File: config.mk
export PLATFORM = sky130hd
export DESIGN_NAME = bmtu_cordic
export DESIGN_NICKNAME = d
export VERILOG_FILES = /design/src/rtl/core/bmtu_pkg.sv /design/src/rtl/core/bmtu_cordic.sv
export SDC_FILE = /design/constraint.sdc
export NUM_CORES = 2
export LEC_CHECK = 0
export BUFFER_PORTS_ARGS = -buffer_cell sky130_fd_sc_hd__buf_2
export CAP_MARGIN = 20
export CORE_MARGIN = 3
export CORE_UTILIZATION = 65
export CTS_BUF_LIST = sky130_fd_sc_hd__clkbuf_4 sky130_fd_sc_hd__clkbuf_8
export DETAILED_ROUTE_END_ITERATION = 12
export GPL_TIMING_DRIVEN = 0
export PLACE_DENSITY = 0.81
export SLEW_MARGIN = 10
export SYNTH_ARGS = -nofsm -noshare
export SYNTH_HDL_FRONTEND = slang
export SYNTH_SLANG_ARGS = --single-unit
File: constraint.sdc
create_clock -name clock -period 12 [get_ports clock]
set_input_delay 0 -clock clock [delete_from_list [all_inputs] [get_ports clock]]
set_output_delay 0 -clock clock [all_outputs]
set_load 0.03 [all_outputs]
File: src/rtl/core/bmtu_pkg.sv
// Shared constants, types and the CORDIC arctangent table for the ball motion time update.
package bmtu_pkg;

   localparam int DEF_CORDIC_STAGES = 16;
   localparam int DEF_VALUE_WIDTH   = 32;
   localparam int ATAN_ENTRIES      = 24;

   // CORDIC datapath width and sine/cosine width
   localparam int CZ_W = 34;
   localparam int CS_W = 33;

   // inverse CORDIC gain, Q1.30
   localparam logic signed [CZ_W-1:0] KINV_Q30 = 34'sd652032874;

   localparam logic [15:0] DRAG_RESET = 16'd16384;

   typedef struct packed {
      logic signed [CS_W-1:0] cos_val;
      logic signed [CS_W-1:0] sin_val;
   } cs_type;

   // arctangent of 2^-i in units of 2^-32 turn
   function automatic logic signed [CZ_W-1:0] atan_turn(input int unsigned idx);
      logic signed [CZ_W-1:0] r;
      unique case (idx)
         0:  r = 34'sh020000000;
         1:  r = 34'sh012E4051E;
         2:  r = 34'sh009FB385B;
         3:  r = 34'sh0051111D4;
         4:  r = 34'sh0028B0D43;
         5:  r = 34'sh00145D7E1;
         6:  r = 34'sh000A2F61E;
         7:  r = 34'sh000517C55;
         8:  r = 34'sh00028BE53;
         9:  r = 34'sh000145F2F;
         10: r = 34'sh0000A2F98;
         11: r = 34'sh0000517CC;
         12: r = 34'sh000028BE6;
         13: r = 34'sh0000145F3;
         14: r = 34'sh00000A2FA;
         15: r = 34'sh00000517D;
         16: r = 34'sh0000028BE;
         17: r = 34'sh00000145F;
         18: r = 34'sh000000A30;
         19: r = 34'sh000000518;
         20: r = 34'sh00000028C;
         21: r = 34'sh000000146;
         22: r = 34'sh0000000A3;
         23: r = 34'sh000000051;
         default: r = '0;
      endcase
      return r;
   endfunction

endpackage

File: src/rtl/core/bmtu_cordic.sv
// Pipelined CORDIC rotator producing cosine and sine of the negated turn angle.
module bmtu_cordic #(
   parameter int CORDIC_STAGES = bmtu_pkg::DEF_CORDIC_STAGES
) (
   input  logic                 clock,
   input  logic                 en,
   input  logic signed [15:0]   turn_angle,
   output bmtu_pkg::cs_type     cs_out
);
   import bmtu_pkg::*;

   logic [15:0]            neg_ang;
   logic signed [31:0]     z_raw;
   logic                   flip0;
   logic signed [CZ_W-1:0] z0;

   // phi = -turn in 2^-32 turn; fold into +-quarter turn
   assign neg_ang = 16'd0 - turn_angle;
   assign z_raw   = {neg_ang, 16'd0};
   assign flip0   = (z_raw > 32'sd1073741824) || (z_raw < -32'sd1073741824);
   assign z0      = flip0 ? CZ_W'($signed({~z_raw[31], z_raw[30:0]})) : CZ_W'(z_raw);

   logic signed [CZ_W-1:0] x_ff [1:CORDIC_STAGES];
   logic signed [CZ_W-1:0] y_ff [1:CORDIC_STAGES];
   logic signed [CZ_W-1:0] z_ff [1:CORDIC_STAGES];
   logic                   fl_ff [1:CORDIC_STAGES];

   genvar i;
   generate
      for (i = 0; i < CORDIC_STAGES; i++) begin : g_stage
         logic signed [CZ_W-1:0] xp, yp, zp;
         logic                   fp;
         if (i == 0) begin : g_first
            assign xp = KINV_Q30;
            assign yp = '0;
            assign zp = z0;
            assign fp = flip0;
         end else begin : g_next
            assign xp = x_ff[i];
            assign yp = y_ff[i];
            assign zp = z_ff[i];
            assign fp = fl_ff[i];
         end
         always_ff @(posedge clock) begin
            if (en) begin
               if (!zp[CZ_W-1]) begin
                  x_ff[i+1] <= xp - (yp >>> i);
                  y_ff[i+1] <= yp + (xp >>> i);
                  z_ff[i+1] <= zp - atan_turn(i);
               end else begin
                  x_ff[i+1] <= xp + (yp >>> i);
                  y_ff[i+1] <= yp - (xp >>> i);
                  z_ff[i+1] <= zp + atan_turn(i);
               end
               fl_ff[i+1] <= fp;
            end
         end
      end
   endgenerate

   cs_type cs_ff;
   cs_type cs_in;

   always_comb begin
      if (fl_ff[CORDIC_STAGES]) begin
         cs_in.cos_val = CS_W'(-x_ff[CORDIC_STAGES]);
         cs_in.sin_val = CS_W'(-y_ff[CORDIC_STAGES]);
      end else begin
         cs_in.cos_val = CS_W'(x_ff[CORDIC_STAGES]);
         cs_in.sin_val = CS_W'(y_ff[CORDIC_STAGES]);
      end
   end

   always_ff @(posedge clock) begin
      if (en) begin
         cs_ff <= cs_in;
      end
   end

   assign cs_out = cs_ff;

endmodule

==> results_dict.tcl <==
set metrics [dict create \
    status "finished clean" \
    core_um2 189000 \
    wl_per_cell_um 20.8 \
    fin_tns_setup_ns 0 \
    period_needed_ns 7.91 \
    ys_seq_area_share_pct 36.5 \
    route.detailed.drc 0 \
    fmax_mhz 126 \
    antenna_found_initial 8 \
    synthFlopType "edfxtp_1" \
    max_cap_violations 0 \
    synth_edf_count 1509 \
    worstSetupPathType "primary input to flop" \
    synth.area.top_cells "edfxtp_1, ha_1, xnor2_1" \
    routed_wl_um 331000 \
    synth_fp_nets 14183 \
    cp.required_ns 12.75 \
    postRouteAntennaNets 0 \
    synth_seq_cells 1509 \
    via_count 100975 \
    dieArea_um2 196000 \
    crit_arrival_ns 8.66 \
    cts_tree "yes" \
    hold_class "primary input to flop" \
    post-dp-hpwl_um 260000 \
    period_share_pct 65.9 \
    hold_violations 0 \
    critPathCaptureType "flop" \
    synth_area_um2 124000 \
    area_growth_pct 8.19 \
    place_area_um2 128000 \
    htree_levels 5 \
    synthCells 12745 \
    numCtsBuffers 279 \
    num_io_pins 84 \
    avgViaCountPerCell 6.37 \
    cts_root_buffer "clkbuf_8" \
    ys_async_sr_fraction_pct 0 \
    initial_core_util_pct 65.8 \
    syn_area_per_cell_um2 9.75 \
    yosys_warnings 0 \
    grt_pass1_wl_um 520000 \
    fp-row-count 159 \
    worstPathMaxFanout 22 \
    synth_cell_types 101 \
    cts_sinks 1509 \
    routabilityCongestion 0.991 \
    worstMarginPinSlew_ns 1.17 \
    final_cell_mix "edfxtp_1, ha_1, xnor2_1" \
    multiInputGateArea_um2 76300 \
    port_buffers 83 \
    grt_pass1_vias 97325 \
    grt_overflow 0 \
    firstDrtPassIters 6 \
    rsz0062_at_grt "no" \
    clkTransAtPathRegs_ns 0.05 \
    die_w_um 443 \
    cts_resized 0 \
    clk-insertion-delay-late_ns 1.00 \
    fin_worst_skew_ns 0.0610 \
    cp-start-kind "primary input" \
    setup_ws_ns 4.09 \
    ff_latch_area_um2 45300 \
    relSlewSlack_pct 21.4 \
    layout-drive-gt1-share_pct 5.72 \
    post-route-util_pct 71.1 \
    fill_cells 14059 \
    fp.dieH_um 443 \
    fin_area_um2 134000 \
    synth_top_cell_area_share_pct 36.5 \
    clk_path_buf_depth 4 \
    finalSetupViolCount 0 \
    grt_max_degree 71 \
    mostFrequentLayoutCell "edfxtp_1" \
    drt_iter0_markers 9423 \
    yosys.area.top_type "edfxtp_1" \
    layout.nets 14620 \
    place_ws_ns 3.83 \
    slew_violations 0 \
    grt_usage_pct 32.6 \
]
-- cell usage after synthesis, types with 25 or more instances --
| library cell | n |
|---|---|
| or4_1 | 51 |
| o21a_1 | 206 |
| xor2_1 | 610 |
| fa_1 | 44 |
| mux2i_1 | 61 |
| o31a_1 | 25 |
| a211o_1 | 32 |
| nand2_1 | 747 |
| xnor2_1 | 1279 |
| nor3_1 | 273 |
| buf_1 | 26 |
| and2_1 | 61 |
| a21oi_1 | 1242 |
| o41ai_1 | 70 |
| nand2b_1 | 200 |
| o21ai_0 | 731 |
| or2_2 | 53 |
| inv_1 | 512 |
| a31oi_1 | 119 |
| a21boi_0 | 42 |
| o211ai_1 | 51 |
| a211oi_1 | 130 |
| edfxtp_1 | 1509 |
| nor2_1 | 956 |
| a31o_2 | 28 |
| o2111ai_1 | 25 |
| o31ai_1 | 144 |
| nor2b_1 | 184 |
| clkbuf_1 | 152 |
| nand4_1 | 94 |
| nor4_1 | 78 |
| ha_1 | 1376 |
| or3_1 | 98 |
| a21o_1 | 585 |
| mux2_2 | 39 |
| nand3_1 | 212 |
| and3_1 | 112 |
| o21bai_1 | 174 |
-- flip-flops by register name, indices dropped and copies added (netlist names) --
signal	flops
fl_ff	16
y_ff	510
cs_out	66
x_ff	483
z_ff	434
-- critical path, stage by stage --
cell           delay (ns)
dlygate4sd3_1        0.52
dlygate4sd3_1        0.54
buf_4                0.38
clkbuf_1             0.72
clkbuf_2             0.73
nand2_1              0.49
inv_1                0.33
clkbuf_1             0.54
clkbuf_2             0.72
nor2_1               0.13
xnor2_1              0.16
ha_1                 0.33
o21ai_0              0.13
a21boi_0             0.33
o2111ai_1            0.21
a21oi_1              0.34
o21ai_0              0.30
o41ai_1              0.87
a2111oi_0            0.32
o21bai_1             0.23
a21oi_1              0.10
xnor2_1              0.16
-- metal layers --
metal / routed length, um / GRT usage, % / share of wire [%]
met1: 138000 / 42.3 / 42
met2: 155000 / 54.6 / 47
met3: 22400 / 4.34 / 6.8
met4: 15300 / 14.6 / 4.6
met5: 0 / 0 / 0
-- path summary, 6_finish.rpt --
path	startpoint	to	cells after the start	slack, ns
max	en	y_ff[0][237]$_DFFE_PP_	22	4.09
min	turn_angle[14]	y_ff[0][63]$_DFFE_PP_	4	0.14
max reg2reg	z_ff[0][203]$_DFFE_PP_	y_ff[0][237]$_DFFE_PP_	17	5.61
min reg2reg	fl_ff[0][12]$_DFFE_PP_	fl_ff[0][13]$_DFFE_PP_	0	0.38
-- layout make-up --
| type | count | area share (%) |
|---|---|---|
| diodes | 4 | 0.00745 |
| clock buffers | 364 | 3.37 |
| multi-input cells | 10534 | 56.8 |
| flip-flops and latches | 1509 | 33.7 |
| well taps | 2495 | 2.32 |
| inverters | 518 | 1.45 |
| clock inverters | 100 | 0.731 |
| repair buffers | 156 | 1.08 |
| plain buffers | 184 | 0.580 |
-- through the flow --
stage | std cells | hold WS (ns)
6_report | 15864 | 0.137
5_1_grt | 15864 | 0.118
4_1_cts | 15858 | 0.0148
3_5_place_dp | 15348 | 0.254
3_3_place_gp | 15323 | 0.240
2_1_floorplan | 12745 | 0.0989
-- cells by family after synthesis --
kind of cell	share of synthesized area, %
xor+xnor	13.3
simple gates	12.7
compound gates	19.9
fa+ha+maj	14.6
buf+inv	2.13
mux	0.845
flops	36.5
-- what timing repair did --
action                                 in CTS  in global routing
hold buffers                               46                  0
setup endpoints to repair                   0                  0
endpoints found under the hold margin     103                  0
setup buffers                               0                  0
Power is left out: the tool's default activity adds up to more than one toggle a clock period on the data nets, which glitch-free logic cannot reach.
